===== src/pbl_pkg.sv =====
// ----------------------------------------------------------------------------
// pbl_pkg: shared types and constants of the program block locator
// Layout constants, status and segment codes, register indexes and the
// sequencer states.
// ----------------------------------------------------------------------------
package pbl_pkg;

  // Fixed layout limits
  localparam logic [31:0] HEADER_BYTES      = 32'd512;
  localparam logic [27:0] MAX_PROGRAM_BYTES = 28'd4194304;

  // Field widths
  localparam int unsigned DIV_BITS = 32;   // dividend width of the serial divider
  localparam int unsigned BS_BITS  = 12;   // block size and block length
  localparam int unsigned BLK_BITS = 16;   // block numbers and counts

  // Saturation point of a per-segment block count: anything above is too large
  localparam logic [BLK_BITS:0] BLK_SAT = 17'd65536;

  typedef enum logic [1:0] {
    ST_OK           = 2'd0,
    ST_BAD_LAYOUT   = 2'd1,
    ST_TOO_LARGE    = 2'd2,
    ST_OUT_OF_RANGE = 2'd3
  } status_t;

  typedef enum logic [1:0] {
    SEG_HEADER = 2'd0,
    SEG_FIRST  = 2'd1,
    SEG_SECOND = 2'd2
  } seg_t;

  typedef enum logic [2:0] {
    CFG_IMAGE_SIZE   = 3'd0,
    CFG_FIRST_OFFSET = 3'd1,
    CFG_FIRST_SIZE   = 3'd2,
    CFG_SECOND_OFFSET = 3'd3,
    CFG_SECOND_SIZE  = 3'd4,
    CFG_BLOCK_SIZE   = 3'd5
  } cfg_reg_t;

  typedef enum logic [2:0] {
    S_IDLE,
    S_CHECK,
    S_DIV,
    S_SUM,
    S_SIZE,
    S_LOCATE,
    S_MUL,
    S_FINAL
  } state_t;

endpackage


===== src/program_block_locator.sv =====
// ----------------------------------------------------------------------------
// program_block_locator: locate one transfer block of a program image
// Checks the configured layout (header, first part, second part), counts the
// blocks of each segment with a bit-serial divider and returns the segment,
// image offset, length and total block count of the requested block.
// ----------------------------------------------------------------------------
// A request is taken when start is high and busy is low. The answer appears
// on the out_ ports for one cycle with out_valid high, after the layout
// check, the three block counts (one shared restoring divider resolves one
// quotient bit per cycle over 32 bits, then the count is rounded up and
// accumulated), the size check, the segment pick, the multiply and the final
// offset. A bad layout is reported straight after the layout check; a program
// that is too large or a block out of range is reported straight after the
// size check. busy drops in the cycle the answer is shown, so the next
// request may follow at once. Results cannot be held off; the receiver must
// take out_valid as it comes.
module program_block_locator
  import pbl_pkg::*;
(
  input  logic        clk,
  input  logic        rst_n,
  // request channel
  input  logic        start,
  output logic        busy,
  input  logic [15:0] in_block_index,
  // result channel
  output logic        out_valid,
  output logic [1:0]  out_status,
  output logic [1:0]  out_segment,
  output logic [31:0] out_byte_offset,
  output logic [11:0] out_block_length,
  output logic [15:0] out_block_count,
  // configuration
  input  logic        cfg_we,
  input  logic [2:0]  cfg_index,
  input  logic [31:0] cfg_data
);

  // Control and configuration
  state_t              state_r, state_nxt;
  logic                out_valid_r, out_valid_nxt;
  logic [31:0]         img_size_r, first_off_r, first_size_r;
  logic [31:0]         second_off_r, second_size_r;
  logic [BS_BITS-1:0]  blk_size_r;

  // Datapath
  logic [BLK_BITS-1:0] req_r, req_nxt;
  logic [DIV_BITS-1:0] div_q_r, div_q_nxt;
  logic [BS_BITS-1:0]  div_rem_r, div_rem_nxt;
  logic [4:0]          bit_cnt_r, bit_cnt_nxt;
  logic [1:0]          seg_cnt_r, seg_cnt_nxt;
  logic [BLK_BITS:0]   blk0_r, blk0_nxt, blk1_r, blk1_nxt;
  logic [BLK_BITS+2:0] total_r, total_nxt;
  logic [1:0]          seg_sel_r, seg_sel_nxt;
  logic [BLK_BITS-1:0] rel_r, rel_nxt;
  logic [27:0]         pos_r, pos_nxt;

  // Result registers
  logic [1:0]          out_status_r, out_status_nxt;
  logic [1:0]          out_segment_r, out_segment_nxt;
  logic [31:0]         out_offset_r, out_offset_nxt;
  logic [BS_BITS-1:0]  out_length_r, out_length_nxt;
  logic [BLK_BITS-1:0] out_total_r, out_total_nxt;

  // Combinational helpers
  logic                fit_first, fit_second, layout_bad;
  logic [BS_BITS+1:0]  trial;
  logic [DIV_BITS:0]   ceil_q;
  logic [BLK_BITS:0]   ceil_sat;
  logic [27:0]         size_prod;
  logic                too_large;
  logic [BLK_BITS:0]   first_end;
  logic [31:0]         seg_off, seg_len, rem_bytes;
  logic [32:0]         off_sum;

  assign busy             = (state_r != S_IDLE);
  assign out_valid        = out_valid_r;
  assign out_status       = out_status_r;
  assign out_segment      = out_segment_r;
  assign out_byte_offset  = out_offset_r;
  assign out_block_length = out_length_r;
  assign out_block_count  = out_total_r;

  // Layout checks: parts inside the image, no zero sizes, room for header
  assign fit_first  = ({1'b0, first_off_r} + {1'b0, first_size_r}) <= {1'b0, img_size_r};
  assign fit_second = ({1'b0, second_off_r} + {1'b0, second_size_r}) <= {1'b0, img_size_r};
  assign layout_bad = (img_size_r < HEADER_BYTES) || (first_size_r == '0) ||
                      (second_size_r == '0) || !fit_first || !fit_second ||
                      (blk_size_r == '0);

  // One restoring division step and the rounded-up, saturated quotient
  assign trial    = {1'b0, div_rem_r, div_q_r[DIV_BITS-1]} - {2'b00, blk_size_r};
  assign ceil_q   = {1'b0, div_q_r} + {{DIV_BITS{1'b0}}, (div_rem_r != '0)};
  assign ceil_sat = (ceil_q > {{(DIV_BITS+1-BLK_BITS){1'b0}}, {BLK_BITS{1'b1}}}) ?
                    BLK_SAT : ceil_q[BLK_BITS:0];

  // Program size check
  assign size_prod = {{BS_BITS{1'b0}}, total_r[BLK_BITS-1:0]} *
                     {{BLK_BITS{1'b0}}, blk_size_r};
  assign too_large = (total_r > {3'b000, {BLK_BITS{1'b1}}}) ||
                     (size_prod > MAX_PROGRAM_BYTES);

  assign first_end = {1'b0, blk0_r[BLK_BITS-1:0]} + {1'b0, blk1_r[BLK_BITS-1:0]};

  // Segment base and length of the selected segment
  always_comb begin
    case (seg_sel_r)
      SEG_FIRST: begin
        seg_off = first_off_r;
        seg_len = first_size_r;
      end
      SEG_SECOND: begin
        seg_off = second_off_r;
        seg_len = second_size_r;
      end
      default: begin
        seg_off = '0;
        seg_len = HEADER_BYTES;
      end
    endcase
  end

  assign off_sum   = {1'b0, seg_off} + {5'b0, pos_r};
  assign rem_bytes = seg_len - {4'b0, pos_r};

  // Sequencer: next state and datapath
  always_comb begin
    state_nxt       = state_r;
    out_valid_nxt   = 1'b0;
    req_nxt         = req_r;
    div_q_nxt       = div_q_r;
    div_rem_nxt     = div_rem_r;
    bit_cnt_nxt     = bit_cnt_r;
    seg_cnt_nxt     = seg_cnt_r;
    blk0_nxt        = blk0_r;
    blk1_nxt        = blk1_r;
    total_nxt       = total_r;
    seg_sel_nxt     = seg_sel_r;
    rel_nxt         = rel_r;
    pos_nxt         = pos_r;
    out_status_nxt  = out_status_r;
    out_segment_nxt = out_segment_r;
    out_offset_nxt  = out_offset_r;
    out_length_nxt  = out_length_r;
    out_total_nxt   = out_total_r;

    case (state_r)
      S_IDLE: begin
        if (start) begin
          req_nxt   = in_block_index;
          state_nxt = S_CHECK;
        end
      end

      // Check the layout, then start on the header count
      S_CHECK: begin
        if (layout_bad) begin
          out_status_nxt  = ST_BAD_LAYOUT;
          out_segment_nxt = '0;
          out_offset_nxt  = '0;
          out_length_nxt  = '0;
          out_total_nxt   = '0;
          out_valid_nxt   = 1'b1;
          state_nxt       = S_IDLE;
        end else begin
          seg_cnt_nxt = SEG_HEADER;
          total_nxt   = '0;
          div_q_nxt   = HEADER_BYTES;
          div_rem_nxt = '0;
          bit_cnt_nxt = 5'(DIV_BITS - 1);
          state_nxt   = S_DIV;
        end
      end

      // Shift in one dividend bit, subtract where it fits
      S_DIV: begin
        if (!trial[BS_BITS+1]) begin
          div_rem_nxt = trial[BS_BITS-1:0];
          div_q_nxt   = {div_q_r[DIV_BITS-2:0], 1'b1};
        end else begin
          div_rem_nxt = {div_rem_r[BS_BITS-2:0], div_q_r[DIV_BITS-1]};
          div_q_nxt   = {div_q_r[DIV_BITS-2:0], 1'b0};
        end
        if (bit_cnt_r == '0) begin
          state_nxt = S_SUM;
        end else begin
          bit_cnt_nxt = bit_cnt_r - 5'd1;
        end
      end

      // Keep the count, accumulate, load the next segment size
      S_SUM: begin
        total_nxt = total_r + {2'b00, ceil_sat};
        case (seg_cnt_r)
          SEG_HEADER: blk0_nxt = ceil_sat;
          SEG_FIRST:  blk1_nxt = ceil_sat;
          default: ;
        endcase
        if (seg_cnt_r == SEG_SECOND) begin
          state_nxt = S_SIZE;
        end else begin
          seg_cnt_nxt = seg_cnt_r + 2'd1;
          div_q_nxt   = (seg_cnt_r == SEG_HEADER) ? first_size_r : second_size_r;
          div_rem_nxt = '0;
          bit_cnt_nxt = 5'(DIV_BITS - 1);
          state_nxt   = S_DIV;
        end
      end

      // Check program size and request range
      S_SIZE: begin
        if (too_large) begin
          out_status_nxt  = ST_TOO_LARGE;
          out_segment_nxt = '0;
          out_offset_nxt  = '0;
          out_length_nxt  = '0;
          out_total_nxt   = '0;
          out_valid_nxt   = 1'b1;
          state_nxt       = S_IDLE;
        end else if ({3'b000, req_r} >= total_r) begin
          out_status_nxt  = ST_OUT_OF_RANGE;
          out_segment_nxt = '0;
          out_offset_nxt  = '0;
          out_length_nxt  = '0;
          out_total_nxt   = total_r[BLK_BITS-1:0];
          out_valid_nxt   = 1'b1;
          state_nxt       = S_IDLE;
        end else begin
          state_nxt = S_LOCATE;
        end
      end

      // Pick the segment and the block number within it
      S_LOCATE: begin
        if ({1'b0, req_r} < blk0_r) begin
          seg_sel_nxt = SEG_HEADER;
          rel_nxt     = req_r;
        end else if ({1'b0, req_r} < first_end) begin
          seg_sel_nxt = SEG_FIRST;
          rel_nxt     = req_r - blk0_r[BLK_BITS-1:0];
        end else begin
          seg_sel_nxt = SEG_SECOND;
          rel_nxt     = req_r - first_end[BLK_BITS-1:0];
        end
        state_nxt = S_MUL;
      end

      S_MUL: begin
        pos_nxt   = {{BS_BITS{1'b0}}, rel_r} * {{BLK_BITS{1'b0}}, blk_size_r};
        state_nxt = S_FINAL;
      end

      // Offset and length of the block; only a segment's last block can be short
      S_FINAL: begin
        out_status_nxt  = ST_OK;
        out_segment_nxt = seg_sel_r;
        out_offset_nxt  = off_sum[31:0];
        out_length_nxt  = (rem_bytes > {20'b0, blk_size_r}) ? blk_size_r
                                                             : rem_bytes[BS_BITS-1:0];
        out_total_nxt   = total_r[BLK_BITS-1:0];
        out_valid_nxt   = 1'b1;
        state_nxt       = S_IDLE;
      end

      default: begin
        state_nxt = S_IDLE;
      end
    endcase
  end

  // Control state and configuration registers
  always_ff @(posedge clk) begin
    if (!rst_n) begin
      state_r       <= S_IDLE;
      out_valid_r   <= 1'b0;
      img_size_r    <= '0;
      first_off_r   <= '0;
      first_size_r  <= '0;
      second_off_r  <= '0;
      second_size_r <= '0;
      blk_size_r    <= 12'd512;
    end else begin
      state_r     <= state_nxt;
      out_valid_r <= out_valid_nxt;
      if (cfg_we) begin
        case (cfg_index)
          CFG_IMAGE_SIZE:    img_size_r    <= cfg_data;
          CFG_FIRST_OFFSET:  first_off_r   <= cfg_data;
          CFG_FIRST_SIZE:    first_size_r  <= cfg_data;
          CFG_SECOND_OFFSET: second_off_r  <= cfg_data;
          CFG_SECOND_SIZE:   second_size_r <= cfg_data;
          CFG_BLOCK_SIZE:    blk_size_r    <= cfg_data[BS_BITS-1:0];
          default: ;
        endcase
      end
    end
  end

  // Datapath and result registers
  always_ff @(posedge clk) begin
    req_r         <= req_nxt;
    div_q_r       <= div_q_nxt;
    div_rem_r     <= div_rem_nxt;
    bit_cnt_r     <= bit_cnt_nxt;
    seg_cnt_r     <= seg_cnt_nxt;
    blk0_r        <= blk0_nxt;
    blk1_r        <= blk1_nxt;
    total_r       <= total_nxt;
    seg_sel_r     <= seg_sel_nxt;
    rel_r         <= rel_nxt;
    pos_r         <= pos_nxt;
    out_status_r  <= out_status_nxt;
    out_segment_r <= out_segment_nxt;
    out_offset_r  <= out_offset_nxt;
    out_length_r  <= out_length_nxt;
    out_total_r   <= out_total_nxt;
  end

endmodule


===== config.mk =====
export PLATFORM = sky130hd
export DESIGN_NAME = program_block_locator
export DESIGN_NICKNAME = d
export VERILOG_FILES = /design/src/pbl_pkg.sv /design/src/program_block_locator.sv
export SDC_FILE = /design/constraint.sdc
export NUM_CORES = 2
export LEC_CHECK = 0
export BUFFER_PORTS_ARGS = -buffer_cell sky130_fd_sc_hd__buf_4
export CAP_MARGIN = 30
export CORE_MARGIN = 4
export CORE_UTILIZATION = 40
export DETAILED_ROUTE_END_ITERATION = 16
export HOLD_SLACK_MARGIN = 0.03
export PLACE_DENSITY = 0.59
export SLEW_MARGIN = 5
export SYNTH_ARGS = -nofsm -noshare
export SYNTH_HDL_FRONTEND = slang
export SYNTH_SLANG_ARGS = --single-unit

===== constraint.sdc =====
create_clock -name clk -period 17.1 [get_ports clk]
set_input_delay 5.13 -clock clk [delete_from_list [all_inputs] [get_ports clk]]
set_output_delay 5.13 -clock clk [all_outputs]
set_load 0.005 [all_outputs]

==> results.py <==
metrics = {
    "cts": {
        "ctsHoldBuffers": 0,
        "cts_tree": "done",
        "clk_pin_slew_worst_paths_ns": 0.06,
        "clock-sinks": 405,
        "ctsResizeCount": 0,
        "clk_latency_ns": 0.65,
        "cts_made_buffers": 49,
        "htree_levels": 2,
        "clockBufferDepth": 3,
        "clockRootBuffer": "clkbuf_16",
        "post_cts_buffers": 0,
    },
    "synthesis": {
        "synth.area.top_cells": "edfxtp_1, fa_1, ha_1, dfxtp_1, nand2_1",
        "synth-compound-area-share": 0.163,
        "synthAdderAreaFrac": 0.276,
        "synth_most_common_cell": "nand2_1",
        "synth-async-reset-ratio": 0,
        "synth.cell_area_mm2": 0.0410,
        "yosys_register_bits": 405,
        "ys_warn_count": 0,
        "synthTopCellsByCount": "nand2_1, inv_1, ha_1",
        "synthCells": 4786,
        "synth_fp_nets": 5571,
        "yosysTopAreaCell": "edfxtp_1",
        "synth-seq-area-share": 0.254,
        "synth_simple_gate_area_frac": 0.183,
        "ys_types": 76,
        "synth_xor_area_frac": 0.0376,
        "synthMuxAreaShare": 0.0188,
        "synth_edf_count": 229,
        "yosys.area.top_type_share": 0.168,
        "syn_avg_cell_area_um2": 8.56,
        "synth_ff_type": "edfxtp_1",
        "synth_top_family_by_area": "adder cells",
    },
    "placement": {
        "placed_cell_area_mm2": 0.0431,
        "globalplace.congestion": 0.951,
        "hpwl_um": 103000,
        "dpl.cell_count": 6101,
        "portBuffers": 120,
    },
    "sta": {
        "min_period_ns": 7.94,
        "hold_viol": 0,
        "rsz0062_at_grt": "no",
        "tightest_slew_ns": 0.997,
        "setup_viol": 0,
        "relSlewSlack": 0.318,
        "slew_violations": 0,
        "skew_ns": 0.0344,
        "fin_setup_tns_ns": 0,
        "finalCritPeriodShare": 0.464,
        "holdWs_ns": 0.464,
        "fmax_mhz": 126,
    },
    "hold_path": {
        "min_path_type": "reg -> reg",
    },
    "global_routing": {
        "grtUsageMet2": 0.380,
        "grt_pass1_vias": 33800,
        "grt_usage": 0.243,
        "grt-ovfl-total": 0,
        "grt_max_degree": 116,
        "antenna_found_initial": 1,
        "use_met3": 0.0469,
        "grt_most_used_layer": "met2",
        "grt_pass1_wl_um": 202000,
        "met1_usage": 0.337,
    },
    "critical_path": {
        "crit_buf_inv": 6,
        "path_class": "reg -> reg",
        "crit_top_cell": "fa_1",
        "crit_slowest_cell": "dfxtp_1",
        "endpoint_kind": "register",
        "critPathLaunchType": "register",
        "critPathArrivalTime_ns": 8.18,
        "worstPathMaxFanout": 64,
        "rrSetupSlack_ns": 9.16,
        "max_stage_delay_ns": 0.63,
        "crit_chain": "buf_4, clkinv_1, nor2_1, fa_1, fa_1, fa_1, fa_1, inv_1, fa_1, inv_1, ha_1, nor2b_1, a2111o_1, nor4_1, o2111ai_1, nor3_1, nand4_1, o41ai_1, o2111ai_1, buf_4, o22ai_1, nor3_2, buf_4",
        "cp_top_family": "adder cells",
        "worstPathRequired_ns": 17.34,
    },
    "power": {
        "p_sw_w": 0.000856,
        "power_leakage_nw": 19.6,
        "ir_drop_mv": 0.0671,
        "internal_power_w": 0.00195,
        "p_seq_frac": 0.398,
        "pwr-share-comb": 0.206,
        "powerDensity_mw_per_mm2": 62.6,
        "swShare": 0.305,
        "pwr-share-clk": 0.396,
    },
    "detailed_routing": {
        "dr_total_vias": 34800,
        "via_per_inst": 5.62,
        "ant_nets": 0,
        "drt_iter0_drc": 2825,
        "wl_um": 133000,
        "wl_per_cell_um": 21.5,
        "drc": 0,
        "firstDrtPassIters": 8,
    },
    "final_layout": {
        "area.growth.synth_to_final_pct": 9.37,
        "final_nets": 5571,
        "num_antenna_cells": 0,
        "postLayoutCoreUtil": 0.440,
        "fin_cells": 6192,
        "fin_area_mm2": 0.0448,
        "drive_gt1_frac": 0.0616,
    },
    "die": {
        "die_w_um": 328,
        "pin_count": 121,
        "rows": 117,
        "die_h_um": 328,
        "core_mm2": 0.102,
        "start_util": 0.403,
        "dieArea_mm2": 0.108,
    },
    "run_status": {
        "status": "complete, no violations",
    },
    "run": {
        "maxCapViolCount": 0,
    },
}
## metal layers
metal	vias up	wire [um]
li1	16300	-
met1	16900	58000
met2	1341	58600
met3	236	11400
met4	2	5160
met5	-	12
## kinds of logic (layout without fill, tap and decap cells)
logic type,after synthesis,after routing
AND/OR/NAND/NOR,1673,1673
AO/OA/AOI/OAI,1003,1003
adder cells (fa/ha/maj),730,730
buffers and inverters,724,762
flip-flops,405,405
XOR/XNOR,176,176
multiplexers,75,75
## placed cells by master (no fill, tap or decap), drive strengths merged, types with 69 or more instances in the layout
cell type / instances
buf: 155
inv: 514
a21oi: 186
fa: 288
o21ai: 206
clkbuf: 69
ha: 442
a21o: 98
dfxtp: 176
nor2: 352
and2: 98
nand3: 73
nor3: 74
edfxtp: 229
nand2: 804
xnor2: 109
a21boi: 179
## power groups by stage
stage	registers, W	clock network [W]	logic, W
2_1_floorplan	0.00112	0	0.000394
3_3_place_gp	0.00114	0	0.000570
3_5_place_dp	0.00114	0	0.000575
4_1_cts	0.00112	0.00114	0.000579
5_1_grt	0.00112	0.00117	0.000647
6_report	0.00112	0.00111	0.000577
## final cells by class
class                   count  area, um^2
fillers                 10100       56900
multi-input cells        3657       27800
flip-flops and latches    405       10400
inverters                 518        1940
well taps                1368        1710
clock buffers              69        1480
repair buffers            155        1240
clock inverters            20         224
## state kept, by name (all words and copies together) (netlist names), 5 cells and up
signal            count
blk0_r               17
req_r                16
blk_size_r           12
out_byte_offset      32
total_r              19
img_size_r           32
first_off_r          32
out_block_length     12
rel_r                16
second_size_r        32
first_size_r         32
bit_cnt_r             5
blk1_r               16
second_off_r         32
out_block_count      16
div_rem_r            12
pos_r                28
div_q_r              32
## final timing paths
kind / end / depth (start not counted) / startpoint
hold reg to reg: img_size_r[1] / 2 / img_size_r[1]
hold / removal: img_size_r[1] / 2 / img_size_r[1]
setup / recovery: out_byte_offset[23] / 23 / blk_size_r[10]
setup reg to reg: out_byte_offset[23] / 23 / blk_size_r[10]
## metrics by stage
step                      setup slack [ns]  total power, W
after floorplan                       6.61         0.00151
final                                 9.16         0.00281
after detailed placement              9.19         0.00171
after global placement                9.33         0.00171
after global routing                  8.57         0.00294
after CTS                             9.15         0.00283
## tightest hold or removal path: stages, from the launching register on
cell and delay, ns:
dfxtp_1 0.31, nand2_1 0.04, a21boi_0 0.06
Note: power is estimated with default switching activity, not from simulation.
